===== config.mk =====
export PLATFORM = sky130hd
export DESIGN_NAME = lru_key_tracker_unit
export DESIGN_NICKNAME = d
export VERILOG_FILES = /design/src/design/lkt_pkg.sv /design/src/design/lru_key_tracker_unit.sv /design/src/design/lkt_cell.sv
export VERILOG_INCLUDE_DIRS = /design/src /design/src/design
export SDC_FILE = /design/constraint.sdc
export NUM_CORES = 1
export LEC_CHECK = 0
export BUFFER_PORTS_ARGS = -buffer_cell sky130_fd_sc_hd__buf_2
export CORE_ASPECT_RATIO = 1.2
export CORE_UTILIZATION = 40
export CTS_BUF_LIST = sky130_fd_sc_hd__clkbuf_4 sky130_fd_sc_hd__clkbuf_8 sky130_fd_sc_hd__clkbuf_16
export DETAILED_ROUTE_END_ITERATION = 16
export HOLD_SLACK_MARGIN = 0.15
export PLACE_DENSITY = 0.6
export SKIP_CTS_REPAIR_TIMING = 1
export SLEW_MARGIN = 20
export SYNTH_ARGS = -nofsm -noshare
export SYNTH_HDL_FRONTEND = slang
export SYNTH_HIERARCHICAL = 1
export SYNTH_SLANG_ARGS = --single-unit

===== constraint.sdc =====
create_clock -name clk_i -period 17.8 [get_ports clk_i]
set_input_delay 5.34 -clock clk_i [delete_from_list [all_inputs] [get_ports clk_i]]
set_output_delay 5.34 -clock clk_i [all_outputs]
set_load 0.005 [all_outputs]

===== src/design/lru_key_tracker_unit_assert.svh =====
// assertion helpers used by the tracker unit
`ifndef LRU_KEY_TRACKER_UNIT_ASSERT_SVH
`define LRU_KEY_TRACKER_UNIT_ASSERT_SVH

// consequent checked in the same cycle as the antecedent
`define LKT_ASSERT_SAME(lbl, ante, cons, msg) \
  lbl: assert property (@(posedge clk_i) disable iff (!rst_ni) (ante) |-> (cons)) \
    else $error(msg);

// consequent checked in the cycle after the antecedent
`define LKT_ASSERT_NEXT(lbl, ante, cons, msg) \
  lbl: assert property (@(posedge clk_i) disable iff (!rst_ni) (ante) |=> (cons)) \
    else $error(msg);

`endif


===== src/design/lkt_pkg.sv =====
package lkt_pkg;

  // fixed field widths
  localparam int unsigned KEY_W = 32;
  localparam int unsigned CAP_W = 5;

  // default depth of the key chain
  localparam int unsigned MAX_ENTRIES_DEF = 16;

  // capacity after reset
  localparam logic [CAP_W-1:0] CAP_RESET = 5'd16;

  // operation codes carried in the input tuser
  localparam logic MODE_INSERT = 1'b0;
  localparam logic MODE_READ   = 1'b1;

  // sequencer states
  typedef enum logic [1:0] {
    ST_IDLE,
    ST_CMP,
    ST_SEL,
    ST_UPD
  } lkt_state_e;

  // broadcast from the sequencer to every cell
  typedef struct packed {
    logic             cmp_en;
    logic             upd_en;
    logic             hit;
    logic             insert;
    logic [KEY_W-1:0] key;
  } lkt_ctrl_t;

endpackage


===== src/design/lru_key_tracker_unit.sv =====
// channel   | dir | handshake                      | payload
// s_axis    | in  | s_axis_tvalid / s_axis_tready  | tdata: key, tuser: mode
// m_axis    | out | m_axis_tvalid / m_axis_tready  | tdata: key_echo, tuser: hit
// cfg       | in  | cfg_valid_i / cfg_ready_o      | cfg_data_i: capacity
//
// each item goes through four steps: accept, compare in every cell, encode the hit
// position, then shift the chain and load the output register.
// the update waits while the output register still holds an untaken result;
// a new item is accepted while a finished result waits.
// reset clears occupancy and restores capacity to 16; keys need no clearing.
`include "lru_key_tracker_unit_assert.svh"

module lru_key_tracker_unit import lkt_pkg::*; #(
  parameter int unsigned MAX_ENTRIES = MAX_ENTRIES_DEF
) (
  input  logic             clk_i,
  input  logic             rst_ni,
  // input stream
  input  logic             s_axis_tvalid,
  output logic             s_axis_tready,
  input  logic [KEY_W-1:0] s_axis_tdata,   // [31:0] key
  input  logic             s_axis_tuser,   // [0] mode
  // result stream
  output logic             m_axis_tvalid,
  input  logic             m_axis_tready,
  output logic [KEY_W-1:0] m_axis_tdata,   // [31:0] key_echo
  output logic             m_axis_tuser,   // [0] hit
  // capacity register write
  input  logic             cfg_valid_i,
  output logic             cfg_ready_o,
  input  logic [CAP_W-1:0] cfg_data_i
);

  localparam int unsigned CW = $clog2(MAX_ENTRIES + 1);
  localparam int unsigned IW = (MAX_ENTRIES > 1) ? $clog2(MAX_ENTRIES) : 1;
  localparam int unsigned EW = (CW > CAP_W) ? CW : CAP_W;
  localparam logic [EW-1:0] MAX_E = EW'(MAX_ENTRIES);
  localparam logic [CW-1:0] MAX_C = CW'(MAX_ENTRIES);
  localparam logic [CW-1:0] ONE_C = CW'(1);

  lkt_state_e state_q, state_d;

  logic [CAP_W-1:0] cap_q;
  logic [CW-1:0]    occ_q, occ_d;
  logic [KEY_W-1:0] key_q;
  logic             mode_q;
  logic [IW-1:0]    pos_q, pos_d;
  logic             hit_q, hit_d;

  logic             m_valid_q, m_valid_d;
  logic [KEY_W-1:0] m_data_q;
  logic             m_user_q;

  logic [CW-1:0]    eff_cap, present, limit;
  logic [EW-1:0]    cap_x;
  logic             out_free, upd_go, accept;

  logic [MAX_ENTRIES-1:0]            match;
  logic [MAX_ENTRIES-1:0][KEY_W-1:0] cell_key;
  lkt_ctrl_t                         ctrl;

  // effective capacity and present window
  assign cap_x = EW'(cap_q);
  always_comb begin
    if (cap_q == '0) begin
      eff_cap = ONE_C;
    end else if (cap_x > MAX_E) begin
      eff_cap = MAX_C;
    end else begin
      eff_cap = cap_x[CW-1:0];
    end
    present = (occ_q < eff_cap) ? occ_q : eff_cap;
    limit   = (present == eff_cap) ? eff_cap : present + ONE_C;
  end

  // capacity register
  assign cfg_ready_o = 1'b1;
  always_ff @(posedge clk_i or negedge rst_ni) begin
    if (!rst_ni) begin
      cap_q <= CAP_RESET;
    end else if (cfg_valid_i) begin
      cap_q <= cfg_data_i;
    end
  end

  // sequencer
  assign out_free = !m_valid_q || m_axis_tready;
  always_comb begin
    state_d       = state_q;
    s_axis_tready = 1'b0;
    upd_go        = 1'b0;
    case (state_q)
      ST_IDLE: begin
        s_axis_tready = 1'b1;
        if (s_axis_tvalid) begin
          state_d = ST_CMP;
        end
      end
      ST_CMP: begin
        state_d = ST_SEL;
      end
      ST_SEL: begin
        state_d = ST_UPD;
      end
      ST_UPD: begin
        if (out_free) begin
          upd_go  = 1'b1;
          state_d = ST_IDLE;
        end
      end
      default: begin
        state_d = ST_IDLE;
      end
    endcase
  end
  assign accept = s_axis_tvalid && s_axis_tready;

  always_ff @(posedge clk_i or negedge rst_ni) begin
    if (!rst_ni) begin
      state_q <= ST_IDLE;
    end else begin
      state_q <= state_d;
    end
  end

  // captured item
  always_ff @(posedge clk_i) begin
    if (accept) begin
      key_q  <= s_axis_tdata;
      mode_q <= s_axis_tuser;
    end
  end

  // hit detect and position encode over the match flags
  always_comb begin
    pos_d = '0;
    for (int i = 0; i < MAX_ENTRIES; i++) begin
      if (match[i]) begin
        pos_d = pos_d | IW'(i);
      end
    end
    hit_d = |match;
  end

  always_ff @(posedge clk_i) begin
    if (state_q == ST_SEL) begin
      pos_q <= pos_d;
      hit_q <= hit_d;
    end
  end

  // an insert that misses sets occupancy to one past the present window, capped at the capacity
  always_comb begin
    occ_d = occ_q;
    if (upd_go && !hit_q && (mode_q == MODE_INSERT)) begin
      occ_d = limit;
    end
  end

  always_ff @(posedge clk_i or negedge rst_ni) begin
    if (!rst_ni) begin
      occ_q <= '0;
    end else begin
      occ_q <= occ_d;
    end
  end

  // broadcast to the cells
  assign ctrl.cmp_en = (state_q == ST_CMP);
  assign ctrl.upd_en = upd_go;
  assign ctrl.hit    = hit_q;
  assign ctrl.insert = (mode_q == MODE_INSERT);
  assign ctrl.key    = key_q;

  // chain of key cells, most recent first
  for (genvar g = 0; g < MAX_ENTRIES; g++) begin : g_cell
    logic [KEY_W-1:0] prev_key;
    if (g == 0) begin : g_head
      assign prev_key = key_q;
    end else begin : g_body
      assign prev_key = cell_key[g-1];
    end
    lkt_cell #(
      .MAX_ENTRIES (MAX_ENTRIES),
      .IDX         (g)
    ) u_cell (
      .clk_i      (clk_i),
      .rst_ni     (rst_ni),
      .ctrl_i     (ctrl),
      .present_i  (present),
      .limit_i    (limit),
      .pos_i      (pos_q),
      .key_prev_i (prev_key),
      .key_o      (cell_key[g]),
      .match_o    (match[g])
    );
  end

  // output register
  always_comb begin
    m_valid_d = m_valid_q;
    if (upd_go) begin
      m_valid_d = 1'b1;
    end else if (m_axis_tready) begin
      m_valid_d = 1'b0;
    end
  end

  always_ff @(posedge clk_i or negedge rst_ni) begin
    if (!rst_ni) begin
      m_valid_q <= 1'b0;
    end else begin
      m_valid_q <= m_valid_d;
    end
  end

  always_ff @(posedge clk_i) begin
    if (upd_go) begin
      m_data_q <= key_q;
      m_user_q <= hit_q;
    end
  end

  assign m_axis_tvalid = m_valid_q;
  assign m_axis_tdata  = m_data_q;
  assign m_axis_tuser  = m_user_q;

  // checks
  `LKT_ASSERT_NEXT(a_accept_starts_cmp, accept, state_q == ST_CMP,
                   "accepted item did not start a compare")
  `LKT_ASSERT_SAME(a_occ_bound, 1'b1, occ_q <= MAX_C,
                   "occupancy beyond chain depth")
  `LKT_ASSERT_SAME(a_match_unique, state_q == ST_SEL, $onehot0(match),
                   "key matched in more than one present cell")
  `LKT_ASSERT_NEXT(a_result_from_upd, (state_q != ST_UPD) && !m_valid_q, !m_valid_q,
                   "result appeared outside the update step")

endmodule


===== src/design/lkt_cell.sv =====
module lkt_cell import lkt_pkg::*; #(
  parameter int unsigned MAX_ENTRIES = MAX_ENTRIES_DEF,
  parameter int unsigned IDX         = 0,
  localparam int unsigned CW = $clog2(MAX_ENTRIES + 1),
  localparam int unsigned IW = (MAX_ENTRIES > 1) ? $clog2(MAX_ENTRIES) : 1
) (
  input  logic             clk_i,
  input  logic             rst_ni,
  input  lkt_ctrl_t        ctrl_i,
  input  logic [CW-1:0]    present_i,
  input  logic [CW-1:0]    limit_i,
  input  logic [IW-1:0]    pos_i,
  input  logic [KEY_W-1:0] key_prev_i,
  output logic [KEY_W-1:0] key_o,
  output logic             match_o
);

  localparam logic [CW-1:0] IDX_C = CW'(IDX);
  localparam logic [IW-1:0] IDX_P = IW'(IDX);

  logic [KEY_W-1:0] key_q;
  logic             match_q, match_d;
  logic             shift_en;

  // compare against the looked-up key, only inside the present window
  assign match_d = (IDX_C < present_i) && (key_q == ctrl_i.key);

  // take the neighbor's key when the front part of the chain moves down
  always_comb begin
    if (ctrl_i.hit) begin
      shift_en = ctrl_i.upd_en && (IDX_P <= pos_i);
    end else begin
      shift_en = ctrl_i.upd_en && ctrl_i.insert && (IDX_C < limit_i);
    end
  end

  // match flag
  always_ff @(posedge clk_i or negedge rst_ni) begin
    if (!rst_ni) begin
      match_q <= 1'b0;
    end else if (ctrl_i.cmp_en) begin
      match_q <= match_d;
    end
  end

  // stored key
  always_ff @(posedge clk_i) begin
    if (shift_en) begin
      key_q <= key_prev_i;
    end
  end

  assign key_o   = key_q;
  assign match_o = match_q;

endmodule


; After elaboration in Yosys (flattened, before gate mapping)
; Index checks and enable logic that the tools add are counted.
; Widths: inputs -> output; s select.
[op_classes]
add_sub_neg = 1
magnitude_cmp = 50
eq_ne = 22
mux = 39
bitwise_logic = 1
reduce_logical = 63
[op_table]
columns = cell, count
row1 = $eq 32x32->1, 16
row2 = $lt 4x5->1 const A, 16
row3 = $logic_and 1x1->1, 52
row4 = $lt 3x5->1 const A, 8
row5 = $le 4x4->1 const A, 8
row6 = $mux 1, 24
row7 = $lt 1x5->1 const A, 4
row8 = $lt 2x5->1 const A, 4
row9 = $mux 5, 4
row10 = $le 3x4->1 const A, 4
row11 = $reduce_or 16->1, 1
row12 = $mux 2, 6
row13 = $mux 3, 4
row14 = $le 1x4->1 const A, 2
row15 = $le 2x4->1 const A, 2
row16 = $pmux 2 s4, 1
row17 = $reduce_or 8->1, 1
row18 = $add 5x1->5 const B, 1
row19 = $eq 5x5->1, 1
row20 = $gt 5x5->1 const B, 1
row21 = $logic_not 5->1, 1
row22 = $lt 5x5->1, 1
row23 = $eq 2x2->1 const B, 2
row24 = $ne 2x2->1 const B, 2
row25 = 9 further kinds, 10
[totals]
register_bits = 612
in_bits = 43
out_inout_bits = 36
word_cells = 221

; Longest topological paths before layout
[depth]
word_depth = 11
depth_mapped = 15
mapped_depth_nobuf = 13

; Cells and area by module
; The synthesis kept the hierarchy.
[modules_own_cells]
columns = mod, instances, cells_each, area_each_um2, seq_area_each_um2
row1 = lru_key_tracker_unit, 1, 216, 3368.2, 2458.6
row2 = lkt_cell at g_cell[9].u_cell, 1, 86, 1425.1, 985.9
row3 = lkt_cell at g_cell[8].u_cell, 1, 84, 1410.1, 985.9
row4 = lkt_cell at g_cell[10].u_cell, 1, 85, 1408.9, 985.9
row5 = lkt_cell at g_cell[1].u_cell, 1, 83, 1406.3, 985.9
row6 = lkt_cell at g_cell[4].u_cell, 1, 88, 1402.6, 985.9
row7 = lkt_cell at g_cell[6].u_cell, 1, 84, 1397.6, 985.9
row8 = lkt_cell at g_cell[12].u_cell, 1, 84, 1396.3, 985.9
row9 = lkt_cell at g_cell[2].u_cell, 1, 85, 1396.3, 985.9
row10 = lkt_cell at g_cell[5].u_cell, 1, 85, 1391.3, 985.9
row11 = lkt_cell at g_cell[11].u_cell, 1, 85, 1388.8, 985.9
row12 = lkt_cell at g_cell[14].u_cell, 1, 84, 1387.6, 985.9
row13 = lkt_cell at g_cell[13].u_cell, 1, 83, 1386.3, 985.9
row14 = lkt_cell at g_cell[7].u_cell, 1, 84, 1382.6, 985.9
row15 = 3 more rows, --, --, --, --

; Worst setup path after synthesis
; No wires, ideal clock.
[synth_path]
kind = input port to flip-flop
start = input port m_axis_tready
end = register g_cell[10].u_cell.key_q[0] (enable)
setup_ns = 0.470
arrival_ns = 9.013
required_ns = 17.330
path_slack_ns = 8.317
cell_stages = 3
n_path_buf = 0
cell_sequence = nand2b_1 > and2_1 > a21boi_0
[synth_lines]
columns = item, line
row1 = from (decl), lru_key_tracker_unit.sv:25  ; input logic m_axis_tready,
row2 = to (signal assigned), lkt_cell.sv:49  ; key_q <= key_prev_i;
row3 = to (decl), lkt_cell.sv:21  ; logic [KEY_W-1:0] key_q;

==> tab_implementation.tex <==
\begin{tabular}{lr}
\hline
Metric & Value \\
\hline
\multicolumn{2}{l}{\textbf{Global route}} \\
\quad Met2 usage & 0.412 \\
\quad Initial antenna violation count & 3 \\
\quad Remaining global-route overflow & 0 \\
\quad GR met3 Demand/Resource & 0.0363 \\
\quad First-pass GRT wire length & approximately 100 mm \\
\quad Busiest layer in global routing & met2 \\
\quad Via count of the first global-routing pass & 14600 \\
\quad All-Layer GR Usage & 0.226 \\
\quad Pin count of the biggest net entering global routing & 36 \\
\quad Global-route track usage on met1 & 0.268 \\
\multicolumn{2}{l}{\textbf{Logic synthesis}} \\
\quad Most instantiated cells after synthesis & edfxtp\_1, xor2\_1, nor4\_1 \\
\quad Average instance area after synthesis & 16.4 sq um \\
\quad Area share of the largest cell type after synthesis & 0.682 \\
\quad Post-Syn Instances & between 1500 and 2000 \\
\quad Cell accounting for the most synthesized area & edfxtp\_1 \\
\quad Seq cells post-synth & about 610 \\
\quad Dominant synthesized flop cell & edfxtp\_1 \\
\quad EDFF count, synth & between 500 and 600 \\
\quad Warning count from the yosys run & 6 \\
\quad Net count after synthesis & about 1600 \\
\quad Sequential share of the synthesized area & 0.710 \\
\quad Library cells used by synthesis & 73 \\
\quad Post-synthesis cell area & between 20000 and 30000 sq um \\
\quad Main area contributors after synthesis & edfxtp\_1, xor2\_1, xnor2\_1 \\
\quad Fraction of registers with async set or reset after synthesis & 0.0474 \\
\quad Most used standard cell by instance count after synthesis & edfxtp\_1 \\
\multicolumn{2}{l}{\textbf{Drt}} \\
\quad Average wire per cell in the routed design & 27.6 um \\
\quad Final routed DRC violation total & 8 \\
\quad Drt initial violations & between 1000 and 1500 \\
\quad Via count of the routed design & about 14000 \\
\quad Drt via density & between 5 and 6 \\
\quad Antenna Nets Post-Route & 0 \\
\quad Initial DRT Pass Iterations & 11 \\
\quad Detailed-route wire length & just over 70 mm \\
\multicolumn{2}{l}{\textbf{STA}} \\
\quad Total negative setup slack & 0 ps \\
\quad Count of endpoints failing setup in the final report & 0 \\
\quad Maximum operating frequency & between 100 and 150 MHz \\
\quad Maximum clock skew at final layout & 27.4 ps \\
\quad Actual slew at the worst max-slew pin & 1110 ps \\
\quad Worst slew margin relative to its limit & 0.261 \\
\quad Minimum clock period & approximately 7500 ps \\
\quad Unrepaired setup endpoints after global routing & no \\
\quad Pins over their slew limit & 0 \\
\quad Fraction of the cycle the final worst path needs & 0.420 \\
\quad Number of hold violations in the final report & 0 \\
\multicolumn{2}{l}{\textbf{Placed design}} \\
\quad HPWL Detailed & roughly 49 mm \\
\quad Cell total after placement & roughly 2500 \\
\quad Global placement routability congestion & a little over 0.9 \\
\quad PortBufs & 77 \\
\multicolumn{2}{l}{\textbf{Power}} \\
\quad Worst IR Drop VDD & roughly 0.000076 V \\
\quad Power density over cell area & about 150 nW/um\^{}2 \\
\quad Leak pwr & 10.1 nW \\
\multicolumn{2}{l}{\textbf{Floorplan}} \\
\quad Core ar. & about 63000 sq um \\
\quad I/O pin cnt & just under 80 \\
\quad Initial standard-cell utilization of the core & 0.405 \\
\quad Die ar. & 65200 sq um \\
\quad DIE WIDTH & 233 um \\
\quad Core Rows & just over 100 \\
\quad DIE HEIGHT & roughly 280 um \\
\multicolumn{2}{l}{\textbf{Worst setup path}} \\
\quad Critical path data required time & about 18000 ps \\
\quad FF-to-FF path depth & 13 \\
\quad WS Path Type & input pin to flop \\
\quad Reg-to-reg startpoint & cap\_q[4] \\
\quad Crit path DAT & 7720 ps \\
\quad Peak fanout along the critical path & 35 \\
\quad Setup crit end kind & flop \\
\quad Crit Reg-Reg Endpoint & g\_cell[10].u\_cell/key\_o[10] \\
\quad Register-to-register path setup slack & between 10000 and 15000 ps \\
\quad Critical Path Source Type & input pin \\
\multicolumn{2}{l}{\textbf{Final layout}} \\
\quad Layout-stage area growth over the synthesis result & 15.0\% \\
\quad Finished Layout Cells & 2630 \\
\quad Antenna cells & 0 \\
\quad Number of nets in the finished design & $\sim$1800 \\
\quad Final core utilization & 0.466 \\
\quad Share of cells above drive strength 1 & 0.156 \\
\multicolumn{2}{l}{\textbf{Run status}} \\
\quad Failing checks & DRC \\
\quad Result of the run & finished with violations \\
\multicolumn{2}{l}{\textbf{Clock network}} \\
\quad TritonCTS clock tree & built \\
\quad Sinks on Clock Net & a little over 600 \\
\quad Clock buffer count from CTS & 60 \\
\quad CTS clock-pin slew for the worst setup and hold paths & around 60 ps \\
\quad Root buf cell & clkbuf\_16 \\
\quad Buffer depth of the longest clock path & 3 \\
\quad Latest clock arrival within the worst-skew pair & 640 ps \\
\quad H-tree Lvls & 2 \\
\multicolumn{2}{l}{\textbf{Hold path}} \\
\quad Hold Crit Depth & 0 \\
\quad Hold Path Sink & g\_cell[9].u\_cell/key\_o[12] \\
\quad HP Class & flop to flop \\
\quad HP Start & g\_cell[8].u\_cell/key\_o[12] \\
\multicolumn{2}{l}{\textbf{Job}} \\
\quad Number of max-cap violations & 0 \\
\hline
\end{tabular}
area by class of cell:
| type | instances | area [sq um] |
|---|---|---|
| Clock inverter | 33 | 324 |
| Timing Repair Buffer | 135 | 821 |
| Tap cell | 824 | 1030 |
| Multi-Input combinational cell | 928 | 7380 |
| Clock buffer | 77 | 1670 |
| Inverter | 21 | 78.8 |
| Sequential cell | 612 | 18200 |
| Fill cell | 5440 | 33900 |
through the flow:
stage	area, sq um	hold WS (ps)	setup WS, ps	power [mW]
2_1_floorplan	25700	426	8320	2.78
3_3_place_gp	27500	449	9760	3.21
3_5_place_dp	27500	455	9680	3.23
4_1_cts	29500	468	10350	4.51
5_1_grt	29500	469	10120	4.67
6_report	29500	465	10330	4.50
worst max-delay path, stage by stage:
cell,delay (ps)
buf_2,70
nand2b_1,140
and2_2,800
buf_4,360
o21ai_0,170
a31oi_4,800
kinds of logic (layout without fill, tap and decap cells):
kind of cell / after synthesis / in the layout / synth area share
AND/OR/NAND/NOR: 280 / 280 / 0.0665
flip-flops: 612 / 612 / 0.710
buffers and inverters: 27 / 266 / 0.00472
adder cells (fa/ha/maj): 8 / 8 / 0.00390
XOR/XNOR: 515 / 515 / 0.176
multiplexers: 10 / 10 / 0.00409
other: 1 / 1 / 0.000146
AO/OA/AOI/OAI: 114 / 114 / 0.0345
routing by layer:
layer	vias to the layer above	routed length [um]
li1	6304	-
met1	7302	27400
met2	521	38800
met3	138	4070
met4	0	2340
met5	-	0
worst max-delay path by stage:
stage | startpoint | endpoint
detailed placement | m_axis_tready | g_cell[7].u_cell/key_o[30]
finish | m_axis_tready | g_cell[7].u_cell/key_o[5]
global placement | m_axis_tready | g_cell[7].u_cell/key_o[11]
global route | m_axis_tready | g_cell[7].u_cell/key_o[2]
floorplan | m_axis_tready | g_cell[10].u_cell/key_o[0]
CTS | m_axis_tready | g_cell[7].u_cell/key_o[6]
cells in the final DEF, fill, tap and decap left out, types with 5 or more instances in the layout:
master,instances
o21ai_0,19
xor2_1,431
nor3_1,13
xnor2_1,82
buf_4,58
nand2b_1,12
nand2_1,31
nor2_1,10
a21oi_1,18
and2_1,11
nand3_1,25
clkbuf_16,61
clkbuf_4,13
bufinv_16,5
ha_1,8
mux2i_1,6
o31ai_1,7
buf_2,77
clkinv_1,14
o21a_1,6
nor4_2,15
dfrtp_1,28
clkinv_2,7
o31ai_2,5
edfxtp_1,583
nor4_1,98
nand4_1,44
inv_1,19
where the power goes:
| part | switching (mW) | internal (mW) | total [mW] |
|---|---|---|---|
| registers | 0.220 | 1.95 | 2.17 |
| clock network | 0.552 | 0.734 | 1.29 |
| logic | 0.686 | 0.358 | 1.04 |
flip-flops by register name, summed over array words and instances (netlist names), 2 cells and up:
name / cells
m_axis_tdata: 32
occ_q: 5
g_cell.u_cell/match_o: 16
pos_q: 4
g_cell.prev_key: 32
cap_q: 5
state_q: 2
g_cell.u_cell/key_o: 512
No activity file was read; power rests on OpenSTA's default activity.
